==> src/kwm_pkg.sv <==
package kwm_pkg;

	// Sizing
	localparam int NUM_LISTS  = 8;
	localparam int LIST_DEPTH = 1024;
	localparam int KEY_BITS   = 32;

	localparam int LIST_W = $clog2(NUM_LISTS);
	localparam int POS_W  = $clog2(LIST_DEPTH);
	localparam int CNT_W  = POS_W + 1;
	localparam int ADDR_W = LIST_W + POS_W;
	localparam int TOT_W  = $clog2(NUM_LISTS * LIST_DEPTH + 1);

	// Request codes
	localparam logic REQ_APPEND = 1'b0;
	localparam logic REQ_TAKE   = 1'b1;

	// Result status codes
	localparam logic [1:0] ST_APPENDED = 2'd0;
	localparam logic [1:0] ST_FULL     = 2'd1;
	localparam logic [1:0] ST_TAKEN    = 2'd2;
	localparam logic [1:0] ST_EMPTY    = 2'd3;

	// One head presented to the compare unit
	typedef struct packed {
		logic                vld;
		logic [KEY_BITS-1:0] key;
		logic [LIST_W-1:0]   lst;
		logic [POS_W-1:0]    pos;
	} kwm_cand_t;

	// Running minimum held by the compare unit
	typedef struct packed {
		logic                found;
		logic [KEY_BITS-1:0] key;
		logic [LIST_W-1:0]   lst;
		logic [POS_W-1:0]    pos;
	} kwm_best_t;

endpackage

==> src/kwm_min_unit.sv <==
module kwm_min_unit (
	input  logic                clk,
	input  logic                arst_n,
	input  logic                clr,
	input  kwm_pkg::kwm_cand_t cand,
	output kwm_pkg::kwm_best_t best
);

	logic                         found_q;
	logic [kwm_pkg::KEY_BITS-1:0] key_q;
	logic [kwm_pkg::LIST_W-1:0]   lst_q;
	logic [kwm_pkg::POS_W-1:0]    pos_q;
	logic                         take_cand;

	// Strict less-than: on a tie the earlier (lower) list stays
	assign take_cand = cand.vld && (!found_q || (cand.key < key_q));

	always_ff @(posedge clk or negedge arst_n) begin
		if (!arst_n) begin
			found_q <= 1'b0;
		end else if (clr) begin
			found_q <= 1'b0;
		end else if (take_cand) begin
			found_q <= 1'b1;
		end
	end

	always_ff @(posedge clk) begin
		if (take_cand && !clr) begin
			key_q <= cand.key;
			lst_q <= cand.lst;
			pos_q <= cand.pos;
		end
	end

	assign best.found = found_q;
	assign best.key   = key_q;
	assign best.lst   = lst_q;
	assign best.pos   = pos_q;

endmodule

==> config.mk <==
export PLATFORM = sky130hd
export DESIGN_NAME = kwm_min_unit
export DESIGN_NICKNAME = d
export VERILOG_FILES = /design/src/kwm_pkg.sv /design/src/kwm_min_unit.sv
export SDC_FILE = /design/constraint.sdc
export NUM_CORES = 1
export LEC_CHECK = 0
export ABC_AREA = 1
export BUFFER_PORTS_ARGS = -buffer_cell sky130_fd_sc_hd__buf_2
export CAP_MARGIN = 25
export CORE_ASPECT_RATIO = 2
export CORE_UTILIZATION = 49
export CTS_BUF_LIST = sky130_fd_sc_hd__clkbuf_2 sky130_fd_sc_hd__clkbuf_4 sky130_fd_sc_hd__clkbuf_8
export DETAILED_ROUTE_END_ITERATION = 12
export PLACE_DENSITY_LB_ADDON = 0.15
export RECOVER_POWER = 100
export SYNTH_ARGS = -nofsm -noshare
export SYNTH_HDL_FRONTEND = slang
export SYNTH_SLANG_ARGS = --single-unit
==> constraint.sdc <==
create_clock -name clk -period 3.8 [get_ports clk]
set_clock_uncertainty 0.1 [all_clocks]
set_input_delay 0.76 -clock clk [delete_from_list [all_inputs] [get_ports clk]]
set_output_delay 0.76 -clock clk [all_outputs]
set_load 0.01 [all_outputs]
# After elaboration in Yosys (flattened, before gate mapping)
# Index checks and enable logic that the tools add are counted.
[op_classes]
mux = 2
magnitude_cmp = 1
reduce_logical = 6
[op_table]
columns = ["op", "n"]
rows = [
  ["$lt 32x32->1", 1],
  ["$logic_and 1x1->1", 2],
  ["$logic_not 1->1", 2],
  ["$mux 1", 2],
  ["$reduce_bool 2->1", 1],
  ["$logic_or 1x1->1", 1],
]
[totals]
word_cells = 13
in_bits = 49
ff_bits = 46
output_inout_bits = 46

# Longest topological paths before layout
# Gate-level depths: netlist of the first run.
[depth]
word_depth = 5
ltp_mapped = 13
mapped_depth_nobuf = 13

# Worst setup path before layout of the first run
# Ideal clock, no wire load.
[synth_path]
path_type = "input port to flip-flop"
from = "input cand[18] (netlist name)"
to = "register key_q[0] (netlist name), enable pin"
n_path_buf = 0
setup_time_ns = 0.418
t_required_ns = 3.282
path_stages = 10
arrival_ns = 2.885
setup_slack_ns = 0.397
path_cell_list = "ha_1 a21oi_2 nor2_1 nor3_2 nand2_1 nand2_1 nand2_1 nand2_1 nand2_1 a21oi_2"
[synth_between]
elab_chain_cells = 4
[synth_rtl]
columns = ["element", "line_no", "source"]
rows = [
  ["from (decl)", "kwm_min_unit.sv:5", "input kwm_pkg::kwm_cand_t cand,"],
  ["$lt 32x32->1", "kwm_min_unit.sv:16", "assign take_cand = cand.vld && (!found_q || (cand.key < key_q));"],
  ["$logic_or 1x1->1", "kwm_min_unit.sv:16", ""],
  ["$logic_and 1x1->1", "kwm_min_unit.sv:16", ""],
  ["$logic_and 1x1->1", "kwm_min_unit.sv:29", "if (take_cand && !clr) begin"],
  ["to (signal assigned)", "kwm_min_unit.sv:30", "key_q <= cand.key;"],
  ["to (decl)", "kwm_min_unit.sv:10", "logic [kwm_pkg::KEY_BITS-1:0] key_q;"],
]
# Every way passes these cells.
# A chain may end at the register's enable or synchronous reset.

# Worst setup path in the final report of the first run
[layout_path]
from = "input cand[18] (netlist name)"
to = "register key_q[19] (netlist name), enable pin"
# The elaborated chain is that of the path after synthesis.

==> impl_metrics.json, run 1 <==
{
  "cp_data_required_time_ns": 3.64,
  "p_leak_nw": 1.258,
  "grt_pass1_vias": 1529,
  "grt.busiest_layer": "met2",
  "boundaryPins": 95,
  "avgSynthCellArea_sq_um": 12.12,
  "wl_um": 4117,
  "grt_start_max_net_pins": 19,
  "drc": 0,
  "first_pass_iters": 4,
  "grt_antenna_before_repair": 0,
  "grt_pass1_wl_um": 6451,
  "grtUsageMet2_pct": 31.70,
  "met3_usage_pct": 2.660,
  "num_vias": 1613,
  "synthCells": 184,
  "core_sq_um": 4339,
  "dp_hpwl_um": 3369,
  "rsz0062_at_grt": "false",
  "worstSetupStartpointType": "input port",
  "cts_tree": "yes",
  "diodes": 0,
  "cts_setup_buffers": 0,
  "synth_warnings": 0,
  "r2r-end": "key_q[19]",
  "start_util_pct": 51.38,
  "avgRoutedWirePerCell_um": 12.04,
  "dp.cells": 334,
  "syn_area_sq_um": 2230,
  "drt_iter0_markers": 20,
  "num_rows": 34,
  "hold_slack_ns": 0.1172,
  "reg2reg_depth": 10,
  "cp.arrival_ns": 2.65,
  "die_width_um": 49.70,
  "drive_gt1_share_pct": 13.19,
  "rr_startpoint": "key_q[13]",
  "pwr_density_cell_nw_per_um2": 386.5,
  "cts_made_buffers": 5,
  "final_antenna_net_count": 0,
  "root_buffer": "clkbuf_8",
  "multi_input_area_sq_um": 703.2,
  "setup_tns_ns": 0,
  "final-max-slew-violation-count": 0,
  "syn2layout_area_growth_pct": 26.43,
  "insertion_delay_ns": 0.30,
  "grtUsageTotal_pct": 17.78,
  "cts_sinks": 46,
  "drv_cap": 0,
  "finalSetupViolCount": 0,
  "dieArea_sq_um": 4841,
  "reg2reg_setup_slack_ns": 1.17,
  "syn_nets": 264,
  "vdd_drop_max_uv": 275.7,
  "fin_crit_ns": 2.809,
  "met1_usage_pct": 20.17,
  "gp_congestion": 0.6924,
  "via_per_inst": 4.716,
  "crit_type": "in -> reg",
  "htree_levels": 2,
  "port-buffer-count": 94,
  "grt_remaining_overflow": 0,
  "ys_seq_area_share_pct": 61.73,
  "timing.slew.headroom_pct": 65.16,
  "ctsResizeCount": 0,
  "fmax_ghz": 0.3559,
  "nets": 367,
  "finalHoldViolCount": 0,
  "yosysUniqueCellTypes": 17,
  "final-seq-area_sq_um": 1376,
  "status": "finished clean",
  "cp_max_fo": 15,
  "hp-class": "in -> async",
  "cp-end-kind": "flip-flop",
  "fin_crit_sh_pct": 73.93,
  "cts.reportedPaths.clkPinSlew_ns": 0.09,
  "die_height_um": 97.40,
  "synth-seq-cells": 46,
  "cts-hold-fix-buffers": 0,
  "fin_cells": 342,
  "n_fill_cell": 390,
  "worst_pin_slew_ns": 0.5215,
  "cts.path.max_buffers": 2
}
==> layout make-up <==
cell class,instances,area share [%]
Multi-Input combinational cell,97,24.94
Inverter,40,5.326
Timing Repair Buffer,97,14.51
Sequential cell,46,48.82
Tap cell,54,2.397
Clock buffer,5,2.441
Clock inverter,3,1.553
==> metal layers <==
metal	routed length (um)	share of wire [%]
met1	1577	38
met2	2274	55
met3	201	4.9
met4	64	1.6
met5	0	0
==> worst max-delay path by stage <==
| stage | startpoint | endpoint | slack (ns) | depth (start not counted) |
|---|---|---|---|---|
| finish | cand[18] | key_q[19] | 0.99 | 12 |
| global route | cand[16] | key_q[19] | 0.77 | 14 |
| CTS | cand[18] | key_q[18] | 1.13 | 12 |
| detailed placement | cand[18] | key_q[27] | 0.83 | 12 |
| global placement | cand[18] | key_q[27] | 0.85 | 12 |
| floorplan | cand[18] | key_q[0] | 0.40 | 10 |
==> power by group <==
part,total [mW],switching [mW],internal [mW]
combinational,0.136,0.0799,0.0563
clock,0.358,0.161,0.197
sequential,0.595,0.0101,0.585
total,1.09,0.251,0.838
==> state kept, by name, indices dropped and copies added, names as in the netlist <==
signal,flops
pos_q,10
lst_q,3
key_q,32
found_q,1
==> synthesized netlist by cell type, drive strengths merged <==
library cell	n	area, sq um
nand3	2	10.01
ha	31	387.9
edfxtp	45	1351
nor2	9	33.78
inv	40	150.1
nor3	2	15.01
or2	1	6.260
nand2	29	108.9
buf	1	7.510
dfrtp	1	25.02
nand4	1	6.260
o21ai	4	20.01
o21a	1	7.510
a21oi	17	100.1
==> metrics by stage <==
| stage | area [sq um] | total power [mW] | util (%) | setup slack (ns) |
|---|---|---|---|---|
| 2_1_floorplan | 2230 | 0.6833 | - | 0.3973 |
| 3_3_place_gp | 2803 | 0.7510 | 64.59 | 0.8498 |
| 3_5_place_dp | 2803 | 0.7544 | 64.59 | 0.8265 |
| 4_1_cts | 2915 | 1.112 | 67.19 | 1.132 |
| 5_1_grt | 2819 | 1.136 | 64.97 | 0.7662 |
| 6_report | 2819 | 1.089 | 64.97 | 0.9906 |
==> critical path: stages <==
cell and delay [ns]:
clkbuf_1 0.08, ha_1 0.32, a21oi_2 0.13, nor2_1 0.06, nor3_2 0.10, nand2_1 0.07
nand2_1 0.05, nand2_1 0.07, nand2_1 0.06, nand2_1 0.08, a21oi_4 0.45, clkbuf_1 0.41
==> cells in the final DEF (no fill, tap or decap) <==
master and n:
nand2_1 29, buf_12 1, nor3_2 1, buf_2 23, a21oi_1 13, dfrtp_1 1
o21ai_1 1, inv_6 1, inv_1 40, clkinv_2 1, or2_2 1, clkbuf_8 5
ha_1 31, o21a_1 1, nor3_1 1, nor2_1 9, edfxtp_1 45, o21ai_0 3
nand4_1 1, nand3_1 2, bufinv_16 1, a21oi_4 1, a21oi_2 3, clkbuf_1 73
==> kinds of logic (layout without fill, tap and decap cells) <==
logic type	count (synthesis)	in the layout	share of synthesized area [%]
buffers and inverters	41	145	7.071
DFF	46	46	61.73
AOI/OAI and AO/OA	22	22	5.723
and+or+nand+nor	44	44	8.081
adders and majority gates	31	31	17.40
(Power assumes the default switching activity.)
==> run 2: changes to the inputs <==
- ABC_AREA: 1 -> 0
- CORE_UTILIZATION: 49 -> 44
- clock period: 3.8 -> 2.4 ns (I/O delays scaled with it)
==> impl_metrics.json, run 2 <==
{
  "core_sq_um": 4820,
  "final-max-slew-violation-count": 0,
  "drc": 0,
  "p_leak_nw": 1.239,
  "reg2reg_depth": 8,
  "crit_chain": "inv_1 -> ha_1 -> o21ai_0 -> o21bai_1 -> a221oi_2 -> o22ai_2 -> o21ai_4 -> buf_12",
  "drt_iter0_markers": 24,
  "rr_startpoint": "key_q[2]",
  "cp.arrival_ns": 2.17,
  "final-seq-area_sq_um": 1376,
  "n_fill_cell": 423,
  "cp_top_family": "compound AO/OA/AOI/OAI gates",
  "cts_made_buffers": 5,
  "final_util_pct": 61.09,
  "dp_hpwl_um": 3729,
  "die_width_um": 52.03,
  "largest-register": "key_q",
  "hp-class": "in -> reg",
  "place_area_sq_um": 2938,
  "wl_um": 4502,
  "status": "finished clean",
  "gp_congestion": 0.8066,
  "nets": 342,
  "insertion_delay_ns": 0.29,
  "cts_sinks": 46,
  "post-place-ws_ns": -0.06629,
  "cp_data_required_time_ns": 2.29,
  "synth_common_cells": "edfxtp_1, inv_1, ha_1",
  "startpoint": "key_q[2]",
  "drive_gt1_share_pct": 22.43,
  "finalSetupViolCount": 0,
  "first_pass_iters": 4,
  "syn2layout_area_growth_pct": 33.69,
  "cts.reportedPaths.clkPinSlew_ns": 0.08,
  "port-buffer-count": 94,
  "largest_reg_flops": 32,
  "grt_antenna_before_repair": 0,
  "avgRoutedWirePerCell_um": 14.07,
  "syn_area_sq_um": 2202,
  "grt_remaining_overflow": 0,
  "grt_pass1_vias": 1600,
  "cp-end-kind": "flip-flop",
  "cp.depth": 8,
  "num_rows": 36,
  "crit_type": "reg -> reg",
  "dieArea_sq_um": 5309,
  "syn_nets": 237,
  "synth_warnings": 0,
  "final_common_cell": "clkbuf_1",
  "grtUsageTotal_pct": 17.75,
  "htree_levels": 2,
  "timing.final.ws_setup_ns": 0.1212,
  "via_per_inst": 4.950,
  "cts_tree": "yes",
  "root_buffer": "clkbuf_8",
  "diodes": 0,
  "synth-seq-cells": 46,
  "avgSynthCellArea_sq_um": 14.03,
  "synth_area_leader_cell": "edfxtp_1",
  "cts_setup_buffers": 0,
  "start_util_pct": 45.69,
  "die_height_um": 102.0,
  "ys_seq_area_share_pct": 62.50,
  "dp.cells": 311,
  "cp_max_fo": 28,
  "reg2reg_setup_slack_ns": 0.12,
  "worstSetupStartpointType": "flip-flop",
  "grt_pass1_wl_um": 6803,
  "vdd_drop_max_uv": 511.3,
  "fin_crit_ns": 2.279,
  "yosysMostFrequentCell": "edfxtp_1",
  "final_cell_mix": "clkbuf_1, edfxtp_1, inv_1, buf_2, ha_1",
  "multi_input_area_sq_um": 857.1,
  "synth.top_cells.by_area": "edfxtp_1, ha_1, inv_1",
  "worst-path-buf-inv": 2,
  "final_antenna_net_count": 0,
  "cts.path.max_buffers": 2,
  "fin_cells": 320,
  "synthFlopType": "edfxtp_1",
  "finalHoldViolCount": 0,
  "fin_crit_sh_pct": 94.95,
  "fmax_ghz": 0.4388,
  "r2r-end": "pos_q[0]",
  "synth_top_area_share_pct": 61.36,
  "timing.slew.headroom_pct": 79.06,
  "crit_end": "pos_q[0]",
  "grt_start_max_net_pins": 29,
  "synthCells": 157,
  "yosysUniqueCellTypes": 26,
  "num_vias": 1584,
  "cpPeakStageDelay_ns": 0.40,
  "rsz0062_at_grt": "false",
  "boundaryPins": 95,
  "cp_slowest_cell": "edfxtp_1",
  "fin_area_sq_um": 2944,
  "drv_cap": 0,
  "worst_pin_slew_ns": 0.3134,
  "synth-edff-count": 45,
  "pwr_density_cell_nw_per_um2": 655.7,
  "top_regs": "key_q: 32 flops, pos_q: 10 flops, lst_q: 3 flops",
  "synthArstFlopShare_pct": 2.174
}
## run 2: cell count changes after synthesis, moves of 2 or more
cell and change:
nand2_1 -25, inv_1 -8, a21o_1 +7, nor2_1 -6, a21oi_1 -5, a21oi_2 -4
nand4_1 +4, nand3_1 +3, o21ai_0 -2
## run 2: how the worst min path moves through the flow
| stage | startpoint | end | slack, ns | cells after the start |
|---|---|---|---|---|
| detailed placement | arst_n | found_q | 0.15 | 1 |
| CTS | clr | found_q | 0.24 | 2 |
| global route | cand[7] | pos_q[7] | 0.24 | 1 |
| finish | clr | found_q | 0.25 | 2 |
| floorplan | arst_n | found_q | 0.08 | 0 |
| global placement | arst_n | found_q | 0.16 | 1 |
## run 2: area by class of cell
cell class              count  share of cell area [%]
clock buffers               6                   2.592
well taps                  57                   2.422
multi-input cells          78                   29.11
repair buffers             99                   14.75
flip-flops and latches     46                   46.75
clock inverters             2                  0.2975
inverters                  32                   4.080
## run 2: cell families (layout without fill, tap and decap cells)
family                   count (synthesis)  after routing  share of synthesized area [%]
AO/OA/AOI/OAI                           26             26                          8.750
adder cells (fa/ha/maj)                 31             31                          17.61
buffers and inverters                   33            139                          5.796
flip-flops                              46             46                          62.50
AND/OR/NAND/NOR                         21             21                          5.341
## run 2: layer usage
| layer | vias to the layer above | part of all wire, % | global-route usage, % |
|---|---|---|---|
| met2 | 54 | 58 | 32.94 |
| met1 | 741 | 35 | 17.41 |
| li1 | 780 | - | - |
| met3 | 9 | 4.3 | 3.423 |
| met5 | - | 0 | 0 |
| met4 | 0 | 2.4 | 9.979 |
## run 2: power by group
part / internal (mW) / leakage, nW / switching, mW
registers: 0.993 / 0.443 / 0.0376
clock network: 0.212 / 0.0460 / 0.244
logic: 0.188 / 0.750 / 0.257
total: 1.39 / 1.24 / 0.538
## run 2: worst register-to-register path: stages (launching register included)
cell and delay (ns):
edfxtp_1 0.40, inv_1 0.08, ha_1 0.21, o21ai_0 0.18
o21bai_1 0.11, a221oi_2 0.33, o22ai_2 0.15, o21ai_4 0.19
buf_12 0.22
## run 2: through the flow
stage               setup TNS (ns)  total power, mW  hold slack, ns
floorplan                   -11.14            1.312         0.08441
global placement           -0.6726            1.511          0.1553
detailed placement          -2.472            1.525          0.1549
CTS                              0            1.983          0.2413
global route                     0            2.035          0.2443
finish                           0            1.931          0.2493
## run 2: repair_timing
action,4_1_cts,5_1_grt
endpoints found under the hold margin,1,0
endpoints found under the setup margin,0,0
gates resized for setup,0,0
hold buffers,1,0
==> run 3: changes to the inputs <==
- BUFFER_PORTS_ARGS: -buffer_cell sky130_fd_sc_hd__buf_2 -> not set
- CORE_UTILIZATION: 44 -> 50
- DONT_BUFFER_PORTS: not set -> 1
- GPL_TIMING_DRIVEN: not set -> 0
==> impl_metrics.json, run 3 (synthesized netlist as in run 2, its figures left out) <==
{
  "final_cell_mix": "edfxtp_1, inv_1, ha_1, ha_4, a21o_1",
  "cts_made_buffers": 5,
  "rr_startpoint": "key_q[1]",
  "num_rows": 33,
  "syn2layout_area_growth_pct": 17.44,
  "die_height_um": 95.85,
  "vdd_drop_max_uv": 484.4,
  "htree_levels": 2,
  "grt_pass1_wl_um": 6389,
  "place_area_sq_um": 2446,
  "cp_data_required_time_ns": 2.31,
  "largest_reg_flops": 32,
  "first_pass_iters": 3,
  "root_buffer": "clkbuf_8",
  "reg2reg_setup_slack_ns": -0.01,
  "cp-end-kind": "flip-flop",
  "timing.slew.headroom_pct": 78.99,
  "num_vias": 1245,
  "drive_gt1_share_pct": 21.76,
  "fin_crit_ns": 2.411,
  "crit_type": "reg -> reg",
  "pwr_density_cell_nw_per_um2": 723.7,
  "nets": 249,
  "p_comb_share_pct": 16.9,
  "post-place-ws_ns": -0.3379,
  "cp_slowest_cell": "edfxtp_1",
  "top_regs": "key_q: 32 flops, pos_q: 10 flops, lst_q: 3 flops",
  "violations": "negative setup slack",
  "reg2reg_depth": 8,
  "fmax_ghz": 0.4147,
  "final_antenna_net_count": 0,
  "cp.arrival_ns": 2.32,
  "power_frac_seq_pct": 58.1,
  "total_power_mw": 1.872,
  "cts_sinks": 46,
  "finalSetupViolCount": 16,
  "wl_um": 4180,
  "avgRoutedWirePerCell_um": 18.83,
  "worst_pin_slew_ns": 0.3146,
  "status": "finished with violations",
  "final_util_pct": 62.02,
  "die_width_um": 48.93,
  "power.switching_mw": 0.5096,
  "cts_tree": "yes",
  "worstSetupStartpointType": "flip-flop",
  "insertion_delay_ns": 0.29,
  "dieArea_sq_um": 4689,
  "cp_max_fo": 16,
  "setup_tns_ns": -0.1201,
  "grt_start_max_net_pins": 33,
  "grt_antenna_before_repair": 0,
  "core_sq_um": 4170,
  "cts.path.max_buffers": 2,
  "fin_cells": 222,
  "hp-class": "in -> reg",
  "boundaryPins": 95,
  "drv_cap": 0,
  "r2r-end": "key_q[22]",
  "final-max-slew-violation-count": 0,
  "timing.final.ws_setup_ns": -0.01138,
  "intPower_mw": 1.362,
  "fin_crit_sh_pct": 100.5,
  "start_util_pct": 52.81,
  "dp_hpwl_um": 3369,
  "gp_congestion": 0.7404,
  "fin_area_sq_um": 2586,
  "crit_chain": "inv_2 -> ha_4 -> a211oi_2 -> o21bai_1 -> a221oi_2 -> o22ai_2 -> o21ai_4 -> clkbuf_16",
  "startpoint": "key_q[1]",
  "drc": 0,
  "grtUsageTotal_pct": 18.50,
  "clockPowerShare_pct": 25.1,
  "finalHoldViolCount": 0,
  "largest-register": "key_q",
  "hold_slack_ns": 0.1519,
  "via_per_inst": 5.608,
  "port-buffer-count": 0,
  "diodes": 0,
  "grt_remaining_overflow": 0,
  "final_common_cell": "edfxtp_1",
  "grt_pass1_vias": 1416,
  "drt_iter0_markers": 6,
  "sw_frac_of_total_pct": 27.23,
  "p_leak_nw": 1.076,
  "dp.cells": 210,
  "cts.reportedPaths.clkPinSlew_ns": 0.09,
  "crit_end": "key_q[22]",
  "rsz0062_at_grt": "true",
  "cpPeakStageDelay_ns": 0.47
}
## run 3: cell types whose count changed in the layout (fill, tap and decap cells not counted)
| cell | delta |
|---|---|
| buf_1 | -1 |
| buf_2 | -23 |
| buf_4 | -2 |
| buf_6 | +1 |
| clkbuf_1 | -69 |
| clkbuf_16 | +1 |
| clkinv_1 | -1 |
| clkinv_4 | +1 |
## run 3: cell type report
| class | count | area, sq um |
|---|---|---|
| sequential | 46 | 1376 |
| clock inverter | 2 | 13.76 |
| buffer | 1 | 3.754 |
| multi-input combinational | 78 | 857.1 |
| tap | 52 | 65.06 |
| fill | 333 | 1584 |
| clock buffer | 6 | 76.32 |
| inverter | 32 | 120.1 |
| timing repair buffer | 5 | 73.82 |
## run 3: critical path, delay by kind of cell, from the launching register on
kind / cells / cell delay [ns]
AOI/OAI and AO/OA: 5 / 1.04
adders and majority gates: 1 / 0.19
buffers and inverters: 2 / 0.33
DFF: 1 / 0.47
## run 3: worst min-delay path by stage
stage / slack (ns) / endpoint / depth (start not counted) / startpoint
after floorplan: 0.08 / found_q / 0 / arst_n
after global placement: 0.08 / found_q / 0 / arst_n
final: 0.15 / found_q / 1 / clr
after global routing: 0.14 / found_q / 1 / clr
after CTS: 0.14 / found_q / 1 / clr
after detailed placement: 0.08 / found_q / 0 / arst_n
## run 3: metal layers
metal / track usage (%) / up-vias / wire, um
met5: 0 / - / 0
met3: 5.371 / 7 / 308
li1: - / 595 / -
met1: 17.97 / 581 / 1409
met2: 34.95 / 62 / 2365
met4: 9.069 / 0 / 97
## run 3: repair_timing
| action | in CTS | in global routing |
|---|---|---|
| hold buffers | 1 | 0 |
| gates cloned | 0 | 1 |
| gates resized for setup | 0 | 1 |
| hold endpoints to repair | 1 | 0 |
| pin swaps | 1 | 1 |
| setup endpoints to repair | 45 | 45 |
| buffers inserted | 2 | 0 |
## run 3: power by group through the flow
| stage | registers (mW) | logic, mW | clock network, mW |
|---|---|---|---|
| after global routing | 1.10 | 0.356 | 0.512 |
| after floorplan | 1.09 | 0.220 | 0 |
| after CTS | 1.09 | 0.305 | 0.485 |
| final | 1.09 | 0.315 | 0.469 |
| after global placement | 1.11 | 0.267 | 0 |
| after detailed placement | 1.11 | 0.294 | 0 |
